File: config.mk
export PLATFORM = sky130hd
export DESIGN_NAME = adsr_envelope_generator_core
export DESIGN_NICKNAME = d
export VERILOG_FILES = /design/src/hw/rtl/adsr_pkg.sv /design/src/hw/rtl/adsr_envelope_generator_core.sv
export SDC_FILE = /design/constraint.sdc
export NUM_CORES = 2
export LEC_CHECK = 0
export ABC_CLOCK_PERIOD_IN_PS = 15300
export BUFFER_PORTS_ARGS = -buffer_cell sky130_fd_sc_hd__buf_2
export CELL_PAD_IN_SITES_DETAIL_PLACEMENT = 1
export CELL_PAD_IN_SITES_GLOBAL_PLACEMENT = 1
export CORE_UTILIZATION = 45
export CTS_BUF_LIST = sky130_fd_sc_hd__clkbuf_4
export CTS_CLUSTER_DIAMETER = 80
export DETAILED_ROUTE_END_ITERATION = 7
export GPL_ROUTABILITY_DRIVEN = 0
export PLACE_DENSITY_LB_ADDON = 0.1
export SLEW_MARGIN = 20
export SYNTH_ARGS = -nofsm -noshare
export SYNTH_HDL_FRONTEND = slang
export SYNTH_SLANG_ARGS = --single-unit
File: constraint.sdc
create_clock -name clk -period 15.3 [get_ports clk]
set_input_delay 1.53 -clock clk [delete_from_list [all_inputs] [get_ports clk]]
set_output_delay 1.53 -clock clk [all_outputs]
set_load 0.02 [all_outputs]
File: src/hw/rtl/adsr_pkg.sv
// Shared types and constants for the ADSR envelope generator.
// No dependencies; used by adsr_envelope_generator_core.
package adsr_pkg;

    // Field and port widths that the interface fixes
    localparam int LEVEL_W        = 16;
    localparam int PHASE_W        = 3;
    localparam int CFG_DATA_W     = 24;
    localparam int CFG_IDX_W      = 2;
    localparam int SUSTAIN_W      = 16;

    // Defaults for the top-level parameters
    localparam int DEF_COUNT_BITS = 24;
    localparam int DEF_LEVEL_BITS = 16;

    // Register reset values
    localparam int LEN_RST        = 48;
    localparam int SUSTAIN_RST    = 32768;

    typedef enum logic [CFG_IDX_W-1:0] {
        CFG_ATTACK_LEN  = 2'd0,
        CFG_DECAY_LEN   = 2'd1,
        CFG_SUSTAIN_LVL = 2'd2,
        CFG_RELEASE_LEN = 2'd3
    } cfg_idx_t;

    typedef enum logic [PHASE_W-1:0] {
        ST_IDLE    = 3'd0,
        ST_ATTACK  = 3'd1,
        ST_DECAY   = 3'd2,
        ST_SUSTAIN = 3'd3,
        ST_RELEASE = 3'd4
    } stage_t;

    typedef enum logic [1:0] {
        SQ_WAIT,
        SQ_MUL,
        SQ_DIV,
        SQ_PUSH
    } seq_t;

endpackage

File: src/hw/rtl/adsr_envelope_generator_core.sv
// Linear ADSR envelope generator: one gate beat in, one level/phase beat out.
// Depends on adsr_pkg.
//
// Each input beat is one audio sample tick. A tick in the middle of an attack,
// decay or release ramp is accepted, multiplied, run through LEVEL_BITS steps
// of the restoring divider that produces one quotient bit per cycle, and then
// loaded into the output register once that is free. Ticks with no ramp step
// (idle, sustain, stage ends) go from accept straight to the output load.
// The divider and multiplier are shared by all three ramps. A new beat may be
// accepted while the previous result still waits in the output register.
// Configuration writes take effect at once and must be done between ticks.
module adsr_envelope_generator_core #(
    parameter int COUNT_BITS = adsr_pkg::DEF_COUNT_BITS,
    parameter int LEVEL_BITS = adsr_pkg::DEF_LEVEL_BITS
) (
    input  logic                           clk,
    input  logic                           rst_n,
    input  logic                           cfg_we,
    input  logic [adsr_pkg::CFG_IDX_W-1:0] cfg_index,
    input  logic [adsr_pkg::CFG_DATA_W-1:0] cfg_data,
    input  logic                           in_valid,
    output logic                           in_ready,
    input  logic                           note_on,
    output logic                           out_valid,
    input  logic                           out_ready,
    output logic [adsr_pkg::LEVEL_W-1:0]   level,
    output logic [adsr_pkg::PHASE_W-1:0]   phase
);

    localparam int PROD_W  = COUNT_BITS + LEVEL_BITS;
    localparam int BIT_W   = $clog2(LEVEL_BITS);
    localparam int CDATA_W = (COUNT_BITS > adsr_pkg::CFG_DATA_W) ? COUNT_BITS
                                                                 : adsr_pkg::CFG_DATA_W;
    localparam int SUS_W   = (LEVEL_BITS > adsr_pkg::SUSTAIN_W) ? LEVEL_BITS
                                                                : adsr_pkg::SUSTAIN_W;
    localparam int OUT_W   = (LEVEL_BITS > adsr_pkg::LEVEL_W) ? LEVEL_BITS
                                                              : adsr_pkg::LEVEL_W;
    localparam logic [LEVEL_BITS-1:0] FULL    = {LEVEL_BITS{1'b1}};
    localparam logic [COUNT_BITS-1:0] LEN_RST = COUNT_BITS'(adsr_pkg::LEN_RST);
    localparam logic [LEVEL_BITS-1:0] SUS_RST =
        (LEVEL_BITS >= adsr_pkg::SUSTAIN_W) ? LEVEL_BITS'(adsr_pkg::SUSTAIN_RST) : FULL;

    // Configuration registers
    logic [COUNT_BITS-1:0] attack_len_reg, decay_len_reg, release_len_reg;
    logic [LEVEL_BITS-1:0] sustain_reg;

    // Envelope state
    adsr_pkg::stage_t      stage_reg, stage_next;
    logic [COUNT_BITS-1:0] count_reg, count_next;
    logic [LEVEL_BITS-1:0] cur_level_reg, cur_level_next;
    logic [LEVEL_BITS-1:0] rel_start_reg, rel_start_next;

    // Sequencer and shared arithmetic unit
    adsr_pkg::seq_t        seq_reg, seq_next;
    logic [COUNT_BITS-1:0] op_a_reg, op_a_next;
    logic [LEVEL_BITS-1:0] op_b_reg, op_b_next;
    logic [COUNT_BITS-1:0] divisor_reg, divisor_next;
    logic                  invert_reg, invert_next;
    logic [COUNT_BITS-1:0] rem_reg, rem_next;
    logic [LEVEL_BITS-1:0] quo_reg, quo_next;
    logic [BIT_W-1:0]      bit_cnt_reg, bit_cnt_next;

    // Output register
    logic                  out_valid_reg, out_valid_next;
    logic [adsr_pkg::LEVEL_W-1:0] out_level_reg, out_level_next;
    logic [adsr_pkg::PHASE_W-1:0] out_phase_reg, out_phase_next;

    // Config data conditioning
    logic [CDATA_W-1:0]    cfg_len_ext;
    logic [COUNT_BITS-1:0] cfg_len;
    logic [SUS_W-1:0]      cfg_sus_ext;
    logic [LEVEL_BITS-1:0] cfg_sus;

    // Datapath helpers
    logic [PROD_W-1:0]     product;
    logic [COUNT_BITS:0]   trial;
    logic [COUNT_BITS:0]   trial_diff;
    logic                  qbit;
    logic [OUT_W-1:0]      level_ext;
    adsr_pkg::stage_t      st_gate;
    logic [COUNT_BITS-1:0] cnt_gate;
    logic [LEVEL_BITS-1:0] rs_gate;

    assign cfg_len_ext = CDATA_W'(cfg_data);
    assign cfg_len     = cfg_len_ext[COUNT_BITS-1:0];
    assign cfg_sus_ext = SUS_W'(cfg_data[adsr_pkg::SUSTAIN_W-1:0]);
    assign cfg_sus     = (cfg_sus_ext > SUS_W'(FULL)) ? FULL : cfg_sus_ext[LEVEL_BITS-1:0];

    always_ff @(posedge clk or negedge rst_n)
    begin
        if (!rst_n)
        begin
            attack_len_reg  <= LEN_RST;
            decay_len_reg   <= LEN_RST;
            release_len_reg <= LEN_RST;
            sustain_reg     <= SUS_RST;
        end
        else if (cfg_we)
        begin
            case (adsr_pkg::cfg_idx_t'(cfg_index))
                adsr_pkg::CFG_ATTACK_LEN:  attack_len_reg  <= cfg_len;
                adsr_pkg::CFG_DECAY_LEN:   decay_len_reg   <= cfg_len;
                adsr_pkg::CFG_SUSTAIN_LVL: sustain_reg     <= cfg_sus;
                adsr_pkg::CFG_RELEASE_LEN: release_len_reg <= cfg_len;
                default: ;
            endcase
        end
    end

    assign in_ready  = (seq_reg == adsr_pkg::SQ_WAIT);
    assign out_valid = out_valid_reg;
    assign level     = out_level_reg;
    assign phase     = out_phase_reg;

    // Shared multiply, registered into the divider's remainder/quotient pair
    assign product    = PROD_W'(op_a_reg) * PROD_W'(op_b_reg);
    // One restoring division step
    assign trial      = {rem_reg, quo_reg[LEVEL_BITS-1]};
    assign trial_diff = trial - {1'b0, divisor_reg};
    assign qbit       = (trial >= {1'b0, divisor_reg});
    assign level_ext  = OUT_W'(cur_level_reg);

    // Gate transition, applied before the stage runs
    always_comb
    begin
        st_gate  = stage_reg;
        cnt_gate = count_reg;
        rs_gate  = rel_start_reg;
        if (note_on && stage_reg == adsr_pkg::ST_IDLE)
        begin
            st_gate  = adsr_pkg::ST_ATTACK;
            cnt_gate = '0;
        end
        else if (!note_on && (stage_reg inside {adsr_pkg::ST_ATTACK, adsr_pkg::ST_DECAY,
                                                adsr_pkg::ST_SUSTAIN}))
        begin
            st_gate  = adsr_pkg::ST_RELEASE;
            cnt_gate = '0;
            rs_gate  = cur_level_reg;
        end
    end

    always_comb
    begin
        seq_next       = seq_reg;
        stage_next     = stage_reg;
        count_next     = count_reg;
        cur_level_next = cur_level_reg;
        rel_start_next = rel_start_reg;
        op_a_next      = op_a_reg;
        op_b_next      = op_b_reg;
        divisor_next   = divisor_reg;
        invert_next    = invert_reg;
        rem_next       = rem_reg;
        quo_next       = quo_reg;
        bit_cnt_next   = bit_cnt_reg;
        out_valid_next = out_valid_reg && !out_ready;
        out_level_next = out_level_reg;
        out_phase_next = out_phase_reg;

        case (seq_reg)
            adsr_pkg::SQ_WAIT:
            begin
                if (in_valid)
                begin
                    rel_start_next = rs_gate;
                    stage_next     = st_gate;
                    count_next     = cnt_gate;
                    seq_next       = adsr_pkg::SQ_PUSH;
                    case (st_gate)
                        adsr_pkg::ST_ATTACK:
                        begin
                            if (cnt_gate < attack_len_reg)
                            begin
                                op_a_next    = cnt_gate;
                                op_b_next    = FULL;
                                divisor_next = attack_len_reg;
                                invert_next  = 1'b0;
                                count_next   = cnt_gate + 1'b1;
                                seq_next     = adsr_pkg::SQ_MUL;
                            end
                            else
                            begin
                                cur_level_next = FULL;
                                stage_next     = adsr_pkg::ST_DECAY;
                                count_next     = '0;
                            end
                        end
                        adsr_pkg::ST_DECAY:
                        begin
                            if (cnt_gate < decay_len_reg)
                            begin
                                op_a_next    = cnt_gate;
                                op_b_next    = FULL - sustain_reg;
                                divisor_next = decay_len_reg;
                                invert_next  = 1'b1;
                                count_next   = cnt_gate + 1'b1;
                                seq_next     = adsr_pkg::SQ_MUL;
                            end
                            else
                            begin
                                cur_level_next = sustain_reg;
                                stage_next     = adsr_pkg::ST_SUSTAIN;
                                count_next     = '0;
                            end
                        end
                        adsr_pkg::ST_SUSTAIN:
                        begin
                            cur_level_next = sustain_reg;
                        end
                        adsr_pkg::ST_RELEASE:
                        begin
                            if (cnt_gate < release_len_reg)
                            begin
                                op_a_next    = release_len_reg - cnt_gate;
                                op_b_next    = rs_gate;
                                divisor_next = release_len_reg;
                                invert_next  = 1'b0;
                                count_next   = cnt_gate + 1'b1;
                                seq_next     = adsr_pkg::SQ_MUL;
                            end
                            else
                            begin
                                cur_level_next = '0;
                                stage_next     = adsr_pkg::ST_IDLE;
                                count_next     = '0;
                            end
                        end
                        default:
                        begin
                            stage_next     = adsr_pkg::ST_IDLE;
                            cur_level_next = '0;
                        end
                    endcase
                end
            end
            adsr_pkg::SQ_MUL:
            begin
                // Quotient fits LEVEL_BITS, so the upper product bits start below the divisor
                rem_next     = product[PROD_W-1:LEVEL_BITS];
                quo_next     = product[LEVEL_BITS-1:0];
                bit_cnt_next = BIT_W'(LEVEL_BITS - 1);
                seq_next     = adsr_pkg::SQ_DIV;
            end
            adsr_pkg::SQ_DIV:
            begin
                rem_next     = qbit ? trial_diff[COUNT_BITS-1:0] : trial[COUNT_BITS-1:0];
                quo_next     = {quo_reg[LEVEL_BITS-2:0], qbit};
                bit_cnt_next = bit_cnt_reg - 1'b1;
                if (bit_cnt_reg == '0)
                begin
                    cur_level_next = invert_reg ? FULL - {quo_reg[LEVEL_BITS-2:0], qbit}
                                                : {quo_reg[LEVEL_BITS-2:0], qbit};
                    seq_next       = adsr_pkg::SQ_PUSH;
                end
            end
            adsr_pkg::SQ_PUSH:
            begin
                // Hold until the output register is free
                if (!out_valid_reg || out_ready)
                begin
                    out_valid_next = 1'b1;
                    out_level_next = level_ext[adsr_pkg::LEVEL_W-1:0];
                    out_phase_next = stage_reg;
                    seq_next       = adsr_pkg::SQ_WAIT;
                end
            end
            default:
            begin
                seq_next = adsr_pkg::SQ_WAIT;
            end
        endcase
    end

    always_ff @(posedge clk or negedge rst_n)
    begin
        if (!rst_n)
        begin
            seq_reg       <= adsr_pkg::SQ_WAIT;
            stage_reg     <= adsr_pkg::ST_IDLE;
            count_reg     <= '0;
            cur_level_reg <= '0;
            rel_start_reg <= '0;
            out_valid_reg <= 1'b0;
        end
        else
        begin
            seq_reg       <= seq_next;
            stage_reg     <= stage_next;
            count_reg     <= count_next;
            cur_level_reg <= cur_level_next;
            rel_start_reg <= rel_start_next;
            out_valid_reg <= out_valid_next;
        end
    end

    always_ff @(posedge clk)
    begin
        op_a_reg      <= op_a_next;
        op_b_reg      <= op_b_next;
        divisor_reg   <= divisor_next;
        invert_reg    <= invert_next;
        rem_reg       <= rem_next;
        quo_reg       <= quo_next;
        bit_cnt_reg   <= bit_cnt_next;
        out_level_reg <= out_level_next;
        out_phase_reg <= out_phase_next;
    end

endmodule
Word level (Yosys, flattened, before mapping)
Cells that the tools add are included.
Word-level totals
  bits in registers: 278
  input bits: 32
  output and inout bits: 21
  logic and storage cells: 130
Operators by class
  add/subtract/negate cells: 6
  $mul: 1
  $lt $le $gt $ge: 5
  eq/ne operators: 22
  mux-type cells: 53
  reduce and logical (&&, ||, !) cells: 24
Operators by type and width (number)
  2-to-1 mux 24 bit: 12
  case mux 24 bit (3 select lines): 3
  2-to-1 mux 16 bit: 12
  < comparator 24 bit: 3
  case mux 16 bit (2 select lines): 2
  case mux 16 bit (4 select lines): 1
  case mux 16 bit (3 select lines): 1
  case mux 24 bit (2 select lines): 1
  subtractor 24 bit: 2
  multiplier 24 x 16 -> 40 bit: 1
  subtractor 16 bit (first input constant): 2
  greater-or-equal comparator 25 x 24 -> 1 bit: 1
  adder 24 x 1 -> 24 bit (second input constant): 1
  greater-than comparator 16 bit (second input constant): 1
  2-to-1 mux 3 bit: 5
  == test 3 x 2 -> 1 bit (second input constant): 4
  2-to-1 mux 2 bit: 6
  != test 2 bit (second input constant): 6
  case mux 3 bit (4 select lines): 1
  AND reduction 2 bit: 6
  AND reduction 6 bit: 2
  != test 3 bit (second input constant): 3
  == test 2 bit (second input constant): 4
  case mux 2 bit (4 select lines): 1
  other kinds (17): 30

Logic depth before layout (Yosys ltp)
  depth after elaboration: 10
  gate-level depth with buffers: 25
  mapped depth without buffers: 24

Worst setup path after synthesis
OpenSTA, ideal clock, no wires.
  path type: register -> register
  start: register op_a_reg[8]
  end: register rem_reg[22], data pin
  library setup time: 266 ps
  arrival: 6277 ps
  required time: 15034 ps
  slack: 8757 ps
  cell stages (with the launch flop): 25
  path buffers: 1
  period minus slack after synthesis: 6543 ps
  cell sequence: edfxtp_1 clkbuf_1 nand2_1 fa_1 inv_1 fa_1 inv_1 fa_1 inv_1 fa_1 fa_1 inv_1 fa_1 inv_1 ha_1 nand3_1 o211ai_1 nor3_1 a2111oi_1 nor2_1 o31ai_1 a221oi_1 o21ai_0 xnor2_1 o21ai_1
Between the ends
  longest elaborated chain between the ends: 2
Ends and longest elaborated chain
  start: declaration: line adsr_envelope_generator_core.sv:55  | logic [COUNT_BITS-1:0] op_a_reg, op_a_next;
  start signal: assignment: line adsr_envelope_generator_core.sv:299  | op_a_reg <= op_a_next;
  multiplier 24 x 16 -> 40 bit: line adsr_envelope_generator_core.sv:116  | assign product = PROD_W'(op_a_reg) * PROD_W'(op_b_reg);
  case mux 24 bit (2 select lines): line adsr_envelope_generator_core.sv:161  | case (seq_reg)
  via rem_next[22]: line adsr_envelope_generator_core.sv:59  | logic [COUNT_BITS-1:0] rem_reg, rem_next;
  end signal: assignment: line adsr_envelope_generator_core.sv:303  | rem_reg <= rem_next;
  end: declaration: line adsr_envelope_generator_core.sv:59
The timed path passes the listed nets, and every way through them passes these cells.
A chain may end at the register's enable or synchronous reset.

Worst setup path in the final report
  start: register op_b_reg[9]
  end: register rem_reg[22], data pin
Between the ends
  longest elaborated chain between the ends: 2
Ends and longest elaborated chain
  start: declaration: line adsr_envelope_generator_core.sv:56  | logic [LEVEL_BITS-1:0] op_b_reg, op_b_next;
  start signal: assignment: line adsr_envelope_generator_core.sv:300  | op_b_reg <= op_b_next;
  multiplier 24 x 16 -> 40 bit: line adsr_envelope_generator_core.sv:116
  case mux 24 bit (2 select lines): line adsr_envelope_generator_core.sv:161
  via rem_next[22]: line adsr_envelope_generator_core.sv:59
The timed path passes the listed nets, and every way through them passes these cells.

==> metrics.md <==
| Metric | Value |
|---|---|
| Max-cap violations | 0 |
| Worst-Skew Late Latency | 0.84 ns |
| Cells after synthesis | slightly above 3000 |
| Initial detailed-routing violation count | between 1000 and 1500 |
| Met2 Track Usage GR | 0.437 |
| Worst r2r dst | rem_reg[22]$_DFFE_PP_ |
| Area grow syn2layout | 6.72% |
| Min Tclk post-route | 8.06 ns |
| Critical path data required time | between 15 and 20 ns |
| Final Max Slew Viols | 0 |
| WL per Instance | 21.1 µm |
| Synth area leader | fa_1 |
| Post-CTS sizing | 0 |
| DR pass1 iterations | 5 |
| Row count | 91 |
| RSZ-0062 raised after global routing | no |
| Setup repair bufs after CTS | 0 |
| Post-DP HPWL | about 65 mm |
| Period utilisation layout | 0.527 |
| CTS Hold Bufs | 0 |
| CTS Buf Count | 80 |
| GRT met3 Usage | 0.0445 |
| Via count | roughly 22000 |
| Top-area cell type share of the netlist area | 0.218 |
| Worst hold start | rel_start_reg[4]$_DFFE_PN0P_ |
| Worst EP arrival | between 8 and 9 ns |
| Async S/R FF share, synth | 0.540 |
| Nets | 3590 |
| CTS tree | built |
| Sequential area share after synthesis | 0.270 |
| Final Hold Fails | 0 |
| TritonCTS Sinks | ~280 |
| Final setup vio count | 0 |
| FMAX | 124 MHz |
| Starting Density | 0.456 |
| Max Buffers Root-to-Sink | 3 |
| Reg-to-reg slack, setup | ~7.2 ns |
| Synth area leaders | fa_1, edfxtp_1, dfrtp_1 |
| Worst reg2reg path startpoint | op_b_reg[9]$_DFFE_PP_ |
| HP Class | reg2reg |
| Initial antenna violation count | 3 |
| Synth cell count leaders | inv_1, nand2_1, fa_1 |
| Busiest grt layer | met2 |
| Grt met1 use | 0.376 |
| Relative slew slack | 0.258 |
| WHS Endpoint | rel_start_reg[4]$_DFFE_PN0P_ |
| Top-Level Pins | 53 |
| Endpoint class of the critical path | flip-flop |
| Depth of the most critical reg-to-reg path | 23 |
| CP Class | reg2reg |
| Syn Area/Cell | roughly 9.3 µm² |
| Die area | ~0.064 mm² |
| Mapped Area | 0.0282 mm² |
| GRT Resource Usage Total | 0.272 |
| Most common flop cell mapped by yosys | dfrtp_1 |
| Status | completed |
| H-tree Lvls | 3 |
| Chip Height | between 200 and 300 µm |
| Worst Skew | about 0.077 ns |
| Most common cell in the netlist | inv_1 |
| Worst Hold Depth | 1 |
| Final WL | a little over 80 mm |
| Clock transition at path regs | approximately 0.06 ns |
| Flops & latches, synth | 278 |
| Largest net degree at the start of global routing | 84 |
| EDFF count, synth | ~130 |
| Final TNS setup | 0 ns |
| YS warnings | 0 |
| Worst Path Max Fanout | 24 |
| First-pass GRT wire length | around 130 mm |
| Global route overflow | 0 |
| Worst Setup Start Kind | flip-flop |
| Net Count, Synth | between 3000 and 4000 |
| CORE AREA | just over 0.06 mm² |
| Cell variety after synth | 82 |
| Post-route ant nets | 0 |
| Vias in the first global route | 23500 |
| Horiz. Die Dim | between 200 and 300 µm |
| DR vias/cell | 5.50 |
| # DRC | 0 |
| Root Buffer | clkbuf_4 |
| Worst-Margin Slew | around 1.1 ns |
| # port buffers | 52 |
| Layout cells sized above 1 | 0.0993 |
==> metrics by stage <==
| stage | hold slack [ns] | utilization | worst slack (ns) | cell area, µm² | instances |
|---|---|---|---|---|---|
| 4_1_cts | 0.510 | 0.487 | 7.22 | 30100 | 3938 |
| 2_1_floorplan | 0.420 | - | 8.76 | 28200 | 3028 |
| 3_5_place_dp | 0.495 | 0.471 | 7.31 | 29100 | 3794 |
| 6_report | 0.510 | 0.487 | 7.24 | 30100 | 3939 |
| 5_1_grt | 0.521 | 0.487 | 6.81 | 30100 | 3939 |
| 3_3_place_gp | 0.488 | 0.471 | 7.53 | 29100 | 3794 |
==> worst max-delay path by stage <==
stage	startpoint	to	slack (ns)	cells past startpoint
4_1_cts	op_b_reg[9]$_DFFE_PP_	rem_reg[22]$_DFFE_PP_	7.22	23
3_3_place_gp	op_b_reg[9]$_DFFE_PP_	rem_reg[22]$_DFFE_PP_	7.53	23
3_5_place_dp	op_b_reg[9]$_DFFE_PP_	rem_reg[22]$_DFFE_PP_	7.31	23
5_1_grt	op_b_reg[9]$_DFFE_PP_	rem_reg[22]$_DFFE_PP_	6.81	23
2_1_floorplan	op_a_reg[8]$_DFFE_PP_	rem_reg[22]$_DFFE_PP_	8.76	24
6_report	op_b_reg[9]$_DFFE_PP_	rem_reg[22]$_DFFE_PP_	7.24	23
==> final cells by class <==
cell class / count / area (µm²)
timing repair buffer: 68 / 387
antenna: 1 / 2.50
multi-input combinational: 2132 / 18300
fill: 7143 / 31700
inverter: 479 / 1800
tap: 837 / 1050
clock buffer: 108 / 811
clock inverter: 36 / 171
sequential: 278 / 7610
==> layer usage <==
| layer | part of all wire | wire length [µm] | vias to the layer above |
|---|---|---|---|
| met5 | 0.00016 | 13 | - |
| met4 | 0.023 | 1900 | 2 |
| met3 | 0.054 | 4520 | 117 |
| met2 | 0.47 | 38900 | 482 |
| met1 | 0.45 | 37700 | 11000 |
| li1 | - | - | 10000 |
==> worst max-delay path, cell delays in order (launching register included) <==
cell	delay, ns
edfxtp_1	0.97
nand2_1	0.21
fa_1	0.58
inv_1	0.05
fa_1	0.50
inv_1	0.05
fa_1	0.49
inv_1	0.06
fa_1	0.51
fa_1	0.61
inv_1	0.08
fa_1	0.54
inv_1	0.04
ha_1	0.34
nand3_1	0.11
o211ai_1	0.31
nor3_1	0.11
a2111oi_1	0.72
nor2_1	0.22
o31ai_1	0.49
a221oi_1	0.20
o21ai_0	0.26
xnor2_1	0.16
o21ai_1	0.09
==> cell usage in the layout (no fill, tap or decap), types with 7 or more instances in the layout <==
cell type,count
o211ai_1,9
nor2_1,99
or3_1,13
a21oi_1,160
buf_2,51
xnor2_1,44
o21ai_0,137
ha_1,209
dfrtp_1,143
xor2_1,44
nor4_1,8
nand2b_1,12
a22oi_1,28
nand4_1,23
o21a_1,14
and2_1,164
o41ai_1,9
o22ai_1,23
clkinv_1,27
a211oi_1,15
mux2i_1,11
mux2_2,88
buf_4,16
clkbuf_4,108
nor2b_1,29
nand3_1,52
edfxtp_1,128
a31oi_1,10
nor3_1,37
nand2_1,422
fa_1,308
inv_1,478
o21bai_1,7
a21o_1,60
dfstp_2,7
==> cells by family (layout without fill, tap and decap cells) <==
group,after synthesis,in the layout,share of synthesized area
other,0,1,0
multiplexers,99,99,0.0390
buffers and inverters,618,691,0.0838
XOR/XNOR,88,88,0.0273
AND/OR/NAND/NOR,894,894,0.150
AO/OA/AOI/OAI,532,532,0.119
flip-flops,278,278,0.270
adder cells (fa/ha/maj),519,519,0.312
Power is left out: the tool's default activity adds up to more than one toggle a clock period on the data nets, which glitch-free logic cannot reach.
